**src/design/rtss_pkg.sv**
```systemverilog
// Shared types and codes for the I2C register transfer sequencer.
// No dependencies; imported by every module of the block.
package rtss_pkg;

	localparam int CNT_W = 5;

	// request kinds
	localparam logic [1:0] REQ_TICK    = 2'd0;
	localparam logic [1:0] REQ_LOAD    = 2'd1;
	localparam logic [1:0] REQ_RELEASE = 2'd2;

	// commands seen on a tick while idle
	localparam logic [1:0] CMD_READ  = 2'd1;
	localparam logic [1:0] CMD_WRITE = 2'd2;

	// bus actions
	localparam logic [3:0] ACT_NONE         = 4'd0;
	localparam logic [3:0] ACT_START_SEND   = 4'd1;
	localparam logic [3:0] ACT_SEND         = 4'd2;
	localparam logic [3:0] ACT_RESTART_SEND = 4'd3;
	localparam logic [3:0] ACT_CLEAR        = 4'd4;
	localparam logic [3:0] ACT_CLEAR_RX     = 4'd5;
	localparam logic [3:0] ACT_RX_ACK       = 4'd6;
	localparam logic [3:0] ACT_RX_NACK      = 4'd7;
	localparam logic [3:0] ACT_STOP_CAPTURE = 4'd8;
	localparam logic [3:0] ACT_CAPTURE      = 4'd9;
	localparam logic [3:0] ACT_STOP         = 4'd10;

	// transfer status
	localparam logic [2:0] STAT_IDLE       = 3'd0;
	localparam logic [2:0] STAT_READING    = 3'd1;
	localparam logic [2:0] STAT_READ_DONE  = 3'd2;
	localparam logic [2:0] STAT_WRITING    = 3'd3;
	localparam logic [2:0] STAT_WRITE_DONE = 3'd4;

	localparam logic [7:0] DEV_READ_BIT = 8'h01;

	typedef struct packed {
		logic [1:0]       req_type;
		logic [1:0]       cmd;
		logic [7:0]       dev_addr;
		logic [7:0]       reg_addr;
		logic [CNT_W-1:0] byte_count;
		logic [3:0]       buf_index;
		logic [7:0]       buf_value;
		logic             xfer_done;
		logic [7:0]       rx_byte;
	} item_t;

	typedef struct packed {
		logic [3:0] bus_action;
		logic [7:0] tx_byte;
		logic       read_valid;
		logic [3:0] read_index;
		logic [7:0] read_data;
		logic [2:0] status;
		logic       done_pulse;
	} result_t;

	// write buffer port: load from the item, read at the next write position
	typedef struct packed {
		logic             we;
		logic [3:0]       waddr;
		logic [7:0]       wdata;
		logic [CNT_W-1:0] raddr;
	} wbuf_req_t;

endpackage

```
**src/design/i2c_register_transfer_sequencer.sv**
```systemverilog
// Top level of the I2C register transfer sequencer: input register, step core,
// write buffer and result register. Depends on rtss_pkg, rtss_core, rtss_wbuf.
//
//  channel | handshake            | payload
//  --------+----------------------+----------------------------------------------
//  in      | in_valid / in_ready  | req_type cmd dev_addr reg_addr byte_count
//          |                      | buf_index buf_value xfer_done rx_byte
//  out     | out_valid / out_ready| bus_action tx_byte read_valid read_index
//          |                      | read_data status done_pulse
//
// One transaction per cycle sustained while out_ready is held; the input is registered
// first, and one step of the sequencer then goes into the result register, which
// drives the outputs.
// The input side keeps accepting while a result waits, until both registers are full.
// arst_n clears the step state, counters, latched fields and status; the write
// buffer is not cleared and holds whatever was loaded.
module i2c_register_transfer_sequencer import rtss_pkg::*; #(
	parameter int BUF_DEPTH = 16
) (
	input  logic       clk,
	input  logic       arst_n,
	input  logic       in_valid,
	output logic       in_ready,
	input  logic [1:0] req_type,
	input  logic [1:0] cmd,
	input  logic [7:0] dev_addr,
	input  logic [7:0] reg_addr,
	input  logic [4:0] byte_count,
	input  logic [3:0] buf_index,
	input  logic [7:0] buf_value,
	input  logic       xfer_done,
	input  logic [7:0] rx_byte,
	output logic       out_valid,
	input  logic       out_ready,
	output logic [3:0] bus_action,
	output logic [7:0] tx_byte,
	output logic       read_valid,
	output logic [3:0] read_index,
	output logic [7:0] read_data,
	output logic [2:0] status,
	output logic       done_pulse
);

	logic      valid_s1;
	item_t     item_s1;
	logic      adv;
	result_t   res;
	result_t   res_q;
	logic      out_valid_q;
	wbuf_req_t wbuf_req;
	logic [7:0] wbuf_rdata;

	assign adv      = valid_s1 && (!out_valid_q || out_ready);
	assign in_ready = !valid_s1 || adv;

	always_ff @(posedge clk or negedge arst_n) begin
		if (!arst_n) begin
			valid_s1    <= 1'b0;
			out_valid_q <= 1'b0;
		end else begin
			if (in_ready) begin
				valid_s1 <= in_valid;
			end
			if (adv) begin
				out_valid_q <= 1'b1;
			end else if (out_ready) begin
				out_valid_q <= 1'b0;
			end
		end
	end

	always_ff @(posedge clk) begin
		if (in_valid && in_ready) begin
			item_s1.req_type   <= req_type;
			item_s1.cmd        <= cmd;
			item_s1.dev_addr   <= dev_addr;
			item_s1.reg_addr   <= reg_addr;
			item_s1.byte_count <= byte_count;
			item_s1.buf_index  <= buf_index;
			item_s1.buf_value  <= buf_value;
			item_s1.xfer_done  <= xfer_done;
			item_s1.rx_byte    <= rx_byte;
		end
		if (adv) begin
			res_q <= res;
		end
	end

	rtss_core #(
		.BUF_DEPTH(BUF_DEPTH)
	) u_core (
		.clk       (clk),
		.arst_n    (arst_n),
		.fire      (adv),
		.item      (item_s1),
		.wbuf_rdata(wbuf_rdata),
		.wbuf_req  (wbuf_req),
		.res       (res)
	);

	rtss_wbuf #(
		.BUF_DEPTH(BUF_DEPTH)
	) u_wbuf (
		.clk  (clk),
		.req  (wbuf_req),
		.rdata(wbuf_rdata)
	);

	assign out_valid  = out_valid_q;
	assign bus_action = res_q.bus_action;
	assign tx_byte    = res_q.tx_byte;
	assign read_valid = res_q.read_valid;
	assign read_index = res_q.read_index;
	assign read_data  = res_q.read_data;
	assign status     = res_q.status;
	assign done_pulse = res_q.done_pulse;

endmodule

```
**src/design/rtss_wbuf.sv**
```systemverilog
// Write data buffer of the sequencer: one write port, one registered read port.
// Depends on rtss_pkg.
module rtss_wbuf import rtss_pkg::*; #(
	parameter int BUF_DEPTH = 16
) (
	input  logic      clk,
	input  wbuf_req_t req,
	output logic [7:0] rdata
);

	localparam int AW = (BUF_DEPTH > 1) ? $clog2(BUF_DEPTH) : 1;

	logic [7:0]    mem [BUF_DEPTH];
	logic [7:0]    rdata_q;
	logic [AW-1:0] wa;
	logic [AW-1:0] ra;
	logic          wr_ok;

	assign wa    = AW'(req.waddr);
	assign ra    = AW'(req.raddr);
	assign wr_ok = req.we && (int'(req.waddr) < BUF_DEPTH);

	// read data always tracks the entry at the next write position,
	// with a same-cycle load forwarded
	always_ff @(posedge clk) begin
		if (wr_ok) begin
			mem[wa] <= req.wdata;
		end
		if (wr_ok && (wa == ra)) begin
			rdata_q <= req.wdata;
		end else begin
			rdata_q <= mem[ra];
		end
	end

	assign rdata = rdata_q;

endmodule

```
**src/design/rtss_core.sv**
```systemverilog
// Step sequencer: state registers and the per-transaction next-state and result logic.
// Depends on rtss_pkg; reads the write buffer through rtss_wbuf.
module rtss_core import rtss_pkg::*; #(
	parameter int BUF_DEPTH = 16
) (
	input  logic       clk,
	input  logic       arst_n,
	input  logic       fire,
	input  item_t      item,
	input  logic [7:0] wbuf_rdata,
	output wbuf_req_t  wbuf_req,
	output result_t    res
);

	localparam logic [4:0] ST_IDLE         = 5'd0;
	localparam logic [4:0] ST_RD_START     = 5'd1;
	localparam logic [4:0] ST_RD_WAIT_DEV  = 5'd2;
	localparam logic [4:0] ST_RD_REG       = 5'd3;
	localparam logic [4:0] ST_RD_WAIT_REG  = 5'd4;
	localparam logic [4:0] ST_RD_RESTART   = 5'd5;
	localparam logic [4:0] ST_RD_WAIT_RS   = 5'd6;
	localparam logic [4:0] ST_RD_ARM       = 5'd7;
	localparam logic [4:0] ST_RD_WAIT_BYTE = 5'd8;
	localparam logic [4:0] ST_RD_CAPTURE   = 5'd9;
	localparam logic [4:0] ST_RD_FINISH    = 5'd10;
	localparam logic [4:0] ST_WR_START     = 5'd11;
	localparam logic [4:0] ST_WR_WAIT_DEV  = 5'd12;
	localparam logic [4:0] ST_WR_REG       = 5'd13;
	localparam logic [4:0] ST_WR_WAIT_REG  = 5'd14;
	localparam logic [4:0] ST_WR_DATA      = 5'd15;
	localparam logic [4:0] ST_WR_WAIT_DATA = 5'd16;
	localparam logic [4:0] ST_WR_FINISH    = 5'd17;

	logic [4:0]       state_q, state_d;
	logic [CNT_W-1:0] rc_q, rc_d;
	logic [CNT_W-1:0] wc_q, wc_d;
	logic             lbf_q, lbf_d;
	logic [7:0]       dev_q, dev_d;
	logic [7:0]       rga_q, rga_d;
	logic [CNT_W-1:0] cnt_q, cnt_d;
	logic [2:0]       stat_q, stat_d;
	logic [CNT_W-1:0] rc_inc;
	logic [CNT_W-1:0] cnt_sat;

	assign rc_inc  = rc_q + 1'b1;
	assign cnt_sat = (int'(item.byte_count) > BUF_DEPTH) ? CNT_W'(BUF_DEPTH)
	                                                      : item.byte_count;

	always_comb begin
		state_d = state_q;
		rc_d    = rc_q;
		wc_d    = wc_q;
		lbf_d   = lbf_q;
		dev_d   = dev_q;
		rga_d   = rga_q;
		cnt_d   = cnt_q;
		stat_d  = stat_q;
		res     = '0;
		wbuf_req.we    = 1'b0;
		wbuf_req.waddr = item.buf_index;
		wbuf_req.wdata = item.buf_value;

		if (fire) begin
			unique case (item.req_type)
				REQ_LOAD: begin
					wbuf_req.we = 1'b1;
				end
				REQ_RELEASE: begin
					stat_d = STAT_IDLE;
				end
				REQ_TICK: begin
					unique case (state_q)
						ST_IDLE: begin
							if (stat_q == STAT_IDLE &&
							    (item.cmd == CMD_READ || item.cmd == CMD_WRITE)) begin
								dev_d   = item.dev_addr;
								rga_d   = item.reg_addr;
								cnt_d   = cnt_sat;
								state_d = (item.cmd == CMD_READ) ? ST_RD_START : ST_WR_START;
							end
						end
						ST_RD_START: begin
							stat_d         = STAT_READING;
							res.bus_action = ACT_START_SEND;
							res.tx_byte    = dev_q;
							state_d        = ST_RD_WAIT_DEV;
						end
						ST_RD_WAIT_DEV: begin
							if (item.xfer_done) begin
								res.bus_action = ACT_CLEAR;
								state_d        = ST_RD_REG;
							end
						end
						ST_RD_REG: begin
							res.bus_action = ACT_SEND;
							res.tx_byte    = rga_q;
							state_d        = ST_RD_WAIT_REG;
						end
						ST_RD_WAIT_REG: begin
							if (item.xfer_done) begin
								res.bus_action = ACT_CLEAR;
								state_d        = ST_RD_RESTART;
							end
						end
						ST_RD_RESTART: begin
							res.bus_action = ACT_RESTART_SEND;
							res.tx_byte    = dev_q | DEV_READ_BIT;
							state_d        = ST_RD_WAIT_RS;
						end
						ST_RD_WAIT_RS: begin
							if (item.xfer_done) begin
								res.bus_action = ACT_CLEAR_RX;
								state_d        = ST_RD_ARM;
							end
						end
						ST_RD_ARM: begin
							if (rc_q < cnt_q) begin
								lbf_d          = (rc_inc == cnt_q);
								res.bus_action = (rc_inc == cnt_q) ? ACT_RX_NACK : ACT_RX_ACK;
								state_d        = ST_RD_WAIT_BYTE;
							end else begin
								state_d = ST_RD_FINISH;
							end
						end
						ST_RD_WAIT_BYTE: begin
							if (item.xfer_done) begin
								res.bus_action = ACT_CLEAR;
								state_d        = ST_RD_CAPTURE;
							end
						end
						ST_RD_CAPTURE: begin
							res.bus_action = lbf_q ? ACT_STOP_CAPTURE : ACT_CAPTURE;
							res.read_valid = 1'b1;
							res.read_index = rc_q[3:0];
							res.read_data  = item.rx_byte;
							rc_d           = rc_inc;
							state_d        = (rc_inc < cnt_q) ? ST_RD_ARM : ST_RD_FINISH;
						end
						ST_RD_FINISH: begin
							rc_d           = '0;
							stat_d         = STAT_READ_DONE;
							res.done_pulse = 1'b1;
							state_d        = ST_IDLE;
						end
						ST_WR_START: begin
							stat_d         = STAT_WRITING;
							res.bus_action = ACT_START_SEND;
							res.tx_byte    = dev_q;
							state_d        = ST_WR_WAIT_DEV;
						end
						ST_WR_WAIT_DEV: begin
							if (item.xfer_done) begin
								res.bus_action = ACT_CLEAR;
								state_d        = ST_WR_REG;
							end
						end
						ST_WR_REG: begin
							res.bus_action = ACT_SEND;
							res.tx_byte    = rga_q;
							state_d        = ST_WR_WAIT_REG;
						end
						ST_WR_WAIT_REG, ST_WR_WAIT_DATA: begin
							if (item.xfer_done) begin
								res.bus_action = ACT_CLEAR;
								state_d        = (wc_q < cnt_q) ? ST_WR_DATA : ST_WR_FINISH;
							end
						end
						ST_WR_DATA: begin
							// buffer output already holds the entry at wc_q
							res.bus_action = ACT_SEND;
							res.tx_byte    = wbuf_rdata;
							wc_d           = wc_q + 1'b1;
							state_d        = ST_WR_WAIT_DATA;
						end
						ST_WR_FINISH: begin
							res.bus_action = ACT_STOP;
							wc_d           = '0;
							stat_d         = STAT_WRITE_DONE;
							res.done_pulse = 1'b1;
							state_d        = ST_IDLE;
						end
						default: begin
							state_d = ST_IDLE;
						end
					endcase
				end
				default: ;
			endcase
		end

		res.status     = stat_d;
		wbuf_req.raddr = wc_d;
	end

	always_ff @(posedge clk or negedge arst_n) begin
		if (!arst_n) begin
			state_q <= ST_IDLE;
			rc_q    <= '0;
			wc_q    <= '0;
			lbf_q   <= 1'b0;
			dev_q   <= '0;
			rga_q   <= '0;
			cnt_q   <= '0;
			stat_q  <= STAT_IDLE;
		end else begin
			state_q <= state_d;
			rc_q    <= rc_d;
			wc_q    <= wc_d;
			lbf_q   <= lbf_d;
			dev_q   <= dev_d;
			rga_q   <= rga_d;
			cnt_q   <= cnt_d;
			stat_q  <= stat_d;
		end
	end

`ifndef SYNTHESIS
	a_rc_bound: assert property (@(posedge clk) disable iff (!arst_n)
		rc_q <= cnt_q)
		else $error("read counter passed latched count");

	a_wc_bound: assert property (@(posedge clk) disable iff (!arst_n)
		wc_q <= cnt_q)
		else $error("write counter passed latched count");

	a_cnt_sat: assert property (@(posedge clk) disable iff (!arst_n)
		int'(cnt_q) <= BUF_DEPTH)
		else $error("latched count exceeds buffer depth");

	a_done_idle: assert property (@(posedge clk) disable iff (!arst_n)
		fire && res.done_pulse |=> state_q == ST_IDLE && rc_q == '0 && wc_q == '0)
		else $error("finished transfer left counters or state busy");

	a_capture_act: assert property (@(posedge clk) disable iff (!arst_n)
		fire && res.read_valid |->
			(res.bus_action == ACT_STOP_CAPTURE || res.bus_action == ACT_CAPTURE))
		else $error("received byte without a capture action");
`endif

endmodule
```
**config.mk**
```make
export PLATFORM = sky130hd
export DESIGN_NAME = i2c_register_transfer_sequencer
export DESIGN_NICKNAME = d
export VERILOG_FILES = /design/src/design/rtss_pkg.sv /design/src/design/i2c_register_transfer_sequencer.sv /design/src/design/rtss_wbuf.sv /design/src/design/rtss_core.sv
export SDC_FILE = /design/constraint.sdc
export NUM_CORES = 1
export LEC_CHECK = 0
export BUFFER_PORTS_ARGS = -buffer_cell sky130_fd_sc_hd__buf_2
export CAP_MARGIN = 10
export CELL_PAD_IN_SITES_DETAIL_PLACEMENT = 1
export CELL_PAD_IN_SITES_GLOBAL_PLACEMENT = 1
export CORE_UTILIZATION = 35
export CTS_CLUSTER_DIAMETER = 100
export DETAILED_ROUTE_END_ITERATION = 7
export PLACE_DENSITY = 0.63
export REMOVE_ABC_BUFFERS = 1
export SETUP_SLACK_MARGIN = 0.5
export SYNTH_ARGS = -nofsm -noshare
export SYNTH_HDL_FRONTEND = slang
export SYNTH_SLANG_ARGS = --single-unit
```
**constraint.sdc**
```tcl
create_clock -name clk -period 6 [get_ports clk]
set_clock_uncertainty 0.15 [all_clocks]
set_input_delay 1.2 -clock clk [delete_from_list [all_inputs] [get_ports clk]]
set_output_delay 1.2 -clock clk [all_outputs]
set_load 0.02 [all_outputs]
```
==> summary.md <==
| Metric | Value |
|---|---|
| Fillcell total | `2,826` |
| Synth Flop Type | `edfxtp_1` |
| Max_slew headroom | `21.0%` |
| Inserted Clock Buffers | `28` |
| Slowest CP cell | `nor2b_1` |
| Total gr overflow | `0` |
| WP data arrival | `1.83 ns` |
| Compound-Gate Fraction of Synth Area | `6.59%` |
| Cell Count, Final, Fillers Out | `1,109` |
| Max H-tree Level | `1` |
| Max-slew violations | `0` |
| Synth Cell Area | `10,200 um2` |
| Post-CTS Resized | `0` |
| Post-DRT Antenna Nets | `0` |
| # IOs | `81` |
| Die height | `172 um` |
| Clock Sink Count | `249` |
| Clk root buf | `clkbuf_16` |
| Synth Area in Simple Gates | `7.48%` |
| Avg Inst Size Synth | `16.6 um2` |
| Hold_buf cts | `0` |
| Crit-path cells | `buf_2 -> nor2b_1 -> nand2_1 -> buf_2` |
| Initial Util | `35.5%` |
| Layout cells sized above 1 | `26.5%` |
| Largest net degree at the start of global routing | `47` |
| CP Launch Type | `primary input` |
| Routed WL per cell | `21.1 um` |
| Setup TNS Final | `0 ns` |
| Most common cell after layout, fill and taps aside | `edfxtp_1` |
| Largest family of logic cells by synthesized area | `multiplexers` |
| Post-synthesis mux area share | `10.9%` |
| Placed Cells | `1,057` |
| Worst EP required | `4.65 ns` |
| Ys async rst share | `16.9%` |
| Detailed Route WL | `23,500 um` |
| Status | `finished, final reports clean` |
| Critical path class | `in -> out` |
| Nets | `770` |
| Worst hold path class | `reg -> reg` |
| Max clock buf depth | `3` |
| RSZ-0062 raised after global routing | `false` |
| Slew @ Worst Pin | `1.17 ns` |
| Fmax | `315 MHz` |
| Clock Latency Late Sink | `0.55 ns` |
| WP buf/inv | `2` |
| Number of library cell types mapped by synthesis | `61` |
| Final setup viols | `0` |
| Endpoint class of the critical path | `primary output` |
| Yosys reg bits | `249` |
| Hpwl dp | `16,200 um` |
| Final antenna diode count | `0` |
| Seq/Total Area, Yosys | `71.0%` |
| Post-route DRC | `0` |
| Pwr per Cell Area | `367 nW/um2` |
| Via count | `5,648` |
| Initial antenna violation count | `0` |
| Max-cap violation count | `0` |
| Fin util | `41.6%` |
| Slowest cell delay on critical path | `0.22 ns` |
| Yosys Warn Count | `0` |
| Place WS | `2.29 ns` |
| First-pass GRT wire length | `36,200 um` |
| Cells after Synth | `614` |
| Die area | `29,700 um2` |
| DRT Pass-1 Iters | `4` |
| Commonest non-fill, non-tap cells in the layout | `edfxtp_1 (203), buf_2 (80), dfrtp_1 (42), nand2_1 (32), mux4_2 (32)` |
| Adder-cell area share of the yosys netlist | `2.09%` |
| Cell mode on critical path | `buf_2` |
| Tmin final | `3.18 ns` |
| Maximum VDD drop | `0.294 mV` |
| Clk pin slew, worst setup/hold paths | `0.06 ns` |
| Post-route clock period utilization | `52.9%` |
| Static Leak | `4.27 nW` |
| Final Hold Vio Count | `0` |
| Postcts setup bufs | `0` |
| EDFF count, synth | `203` |
| Dominant cells by area after synthesis | `edfxtp_1 (60%), dfrtp_1 (10%), mux4_2 (7.1%)` |
| Number of DRC markers in iteration 0 | `444` |
| Port bufs | `80` |
| Final worst setup slack | `2.82 ns` |
| Rows | `62` |
| CTS tree | `yes` |
| P&R area growth vs syn | `17.1%` |
| Top delay family on crit path | `simple AND/OR/NAND/NOR gates` |
| GR Util All Layers | `16.5%` |
| Vias per cell | `5.09` |
| Cell taking the most area after synthesis | `edfxtp_1` |
| RD Place Congestion | `0.819` |
| Synth Area in XOR/XNOR | `0.258%` |
| Hold_ws | `0.321 ns` |
| Share of the synthesized area in the top cell type | `59.9%` |
| Vias in the first global route | `6,157` |
| Die width | `172 um` |
| Core Box Area | `28,600 um2` |
| Worst-path fanout max | `3` |
## Yosys cell counts, drive strengths merged, types with 13 or more instances
cell and number:
nand2 32, mux4 32, edfxtp 203, a21oi 15, clkbuf 13, mux2 24
o21ai 24, ha 17, buf 14, nand2b 19, dfrtp 42, nor2 23
## worst paths after layout
kind                                   from  cells past startpoint                to  slack (ns)
worst max-delay path              out_ready                      4          in_ready        2.82
worst min-delay path            item_s1[33]                      1   u_core.rga_q[7]        0.32
worst max register to register  item_s1[42]                      4   u_core.rga_q[7]        3.27
worst min register to register  item_s1[33]                      1   u_core.rga_q[7]        0.32
max in group asynchronous            arst_n                      1  u_core.stat_q[1]        4.37
min in group asynchronous            arst_n                      1   u_core.rga_q[1]        0.69
## report_power, final
group	total (W)	switching [W]	leakage (nW)	internal (W)
combinational	0.000533	0.000307	1.35	0.000226
clock	0.00169	0.000690	0.450	0.00100
sequential	0.00214	0.000149	2.47	0.00199
total	0.00437	0.00115	4.27	0.00322
## area by class of cell
type / count / area [um2] / area share (%)
clock buffer: 36 / 731 / 6.14
clock inverter: 16 / 198 / 1.66
sequential: 249 / 7230 / 60.7
multi-input combinational: 326 / 2780 / 23.4
inverter: 12 / 45.0 / 0.378
timing repair buffer: 86 / 445 / 3.74
tap: 384 / 480 / 4.03
## registers in the layout (all words and copies together), names as in the netlist, 3 cells and up, named ones only
name / count
u_core.rc_q: 5
bus_action: 4
tx_byte: 8
u_core.wc_q: 5
status: 3
u_core.cnt_q: 5
u_core.rga_q: 8
read_index: 4
item_s1: 46
u_core.stat_q: 3
u_wbuf.mem: 128
read_data: 8
u_core.state_q: 5
u_core.dev_q: 8
## worst register-to-register path: cells and delay by family, from the launching register on
kind,cells,cell delay [ns]
flip-flops,1,0.36
multiplexers,1,0.50
AND/OR/NAND/NOR,2,1.30
adder cells (fa/ha/maj),1,0.30
## through the flow
stage | power [W] | area, um2
floorplan | 0.00249 | 10100
global placement | 0.00268 | 11000
finish | 0.00437 | 11900
detailed placement | 0.00271 | 11000
CTS | 0.00442 | 11900
global route | 0.00454 | 11900
## logic make-up after synthesis
family                     Yosys count
DFF                                249
and+or+nand+nor                    140
AOI/OAI and AO/OA                   98
muxes                               68
buffers and inverters               39
adders and majority gates           17
xor gates and xnor gates             3
## per-layer routing
metal  GRT usage [%]  vias to the layer above  part of all wire (%)
met2            29.9                      123                    53
met5               0                        -                     0
met4            4.66                        0                   2.4
met3            2.13                       31                   2.8
li1                -                     2587                     -
met1            20.4                     2907                    42
Note: power is estimated with default switching activity, not from simulation.
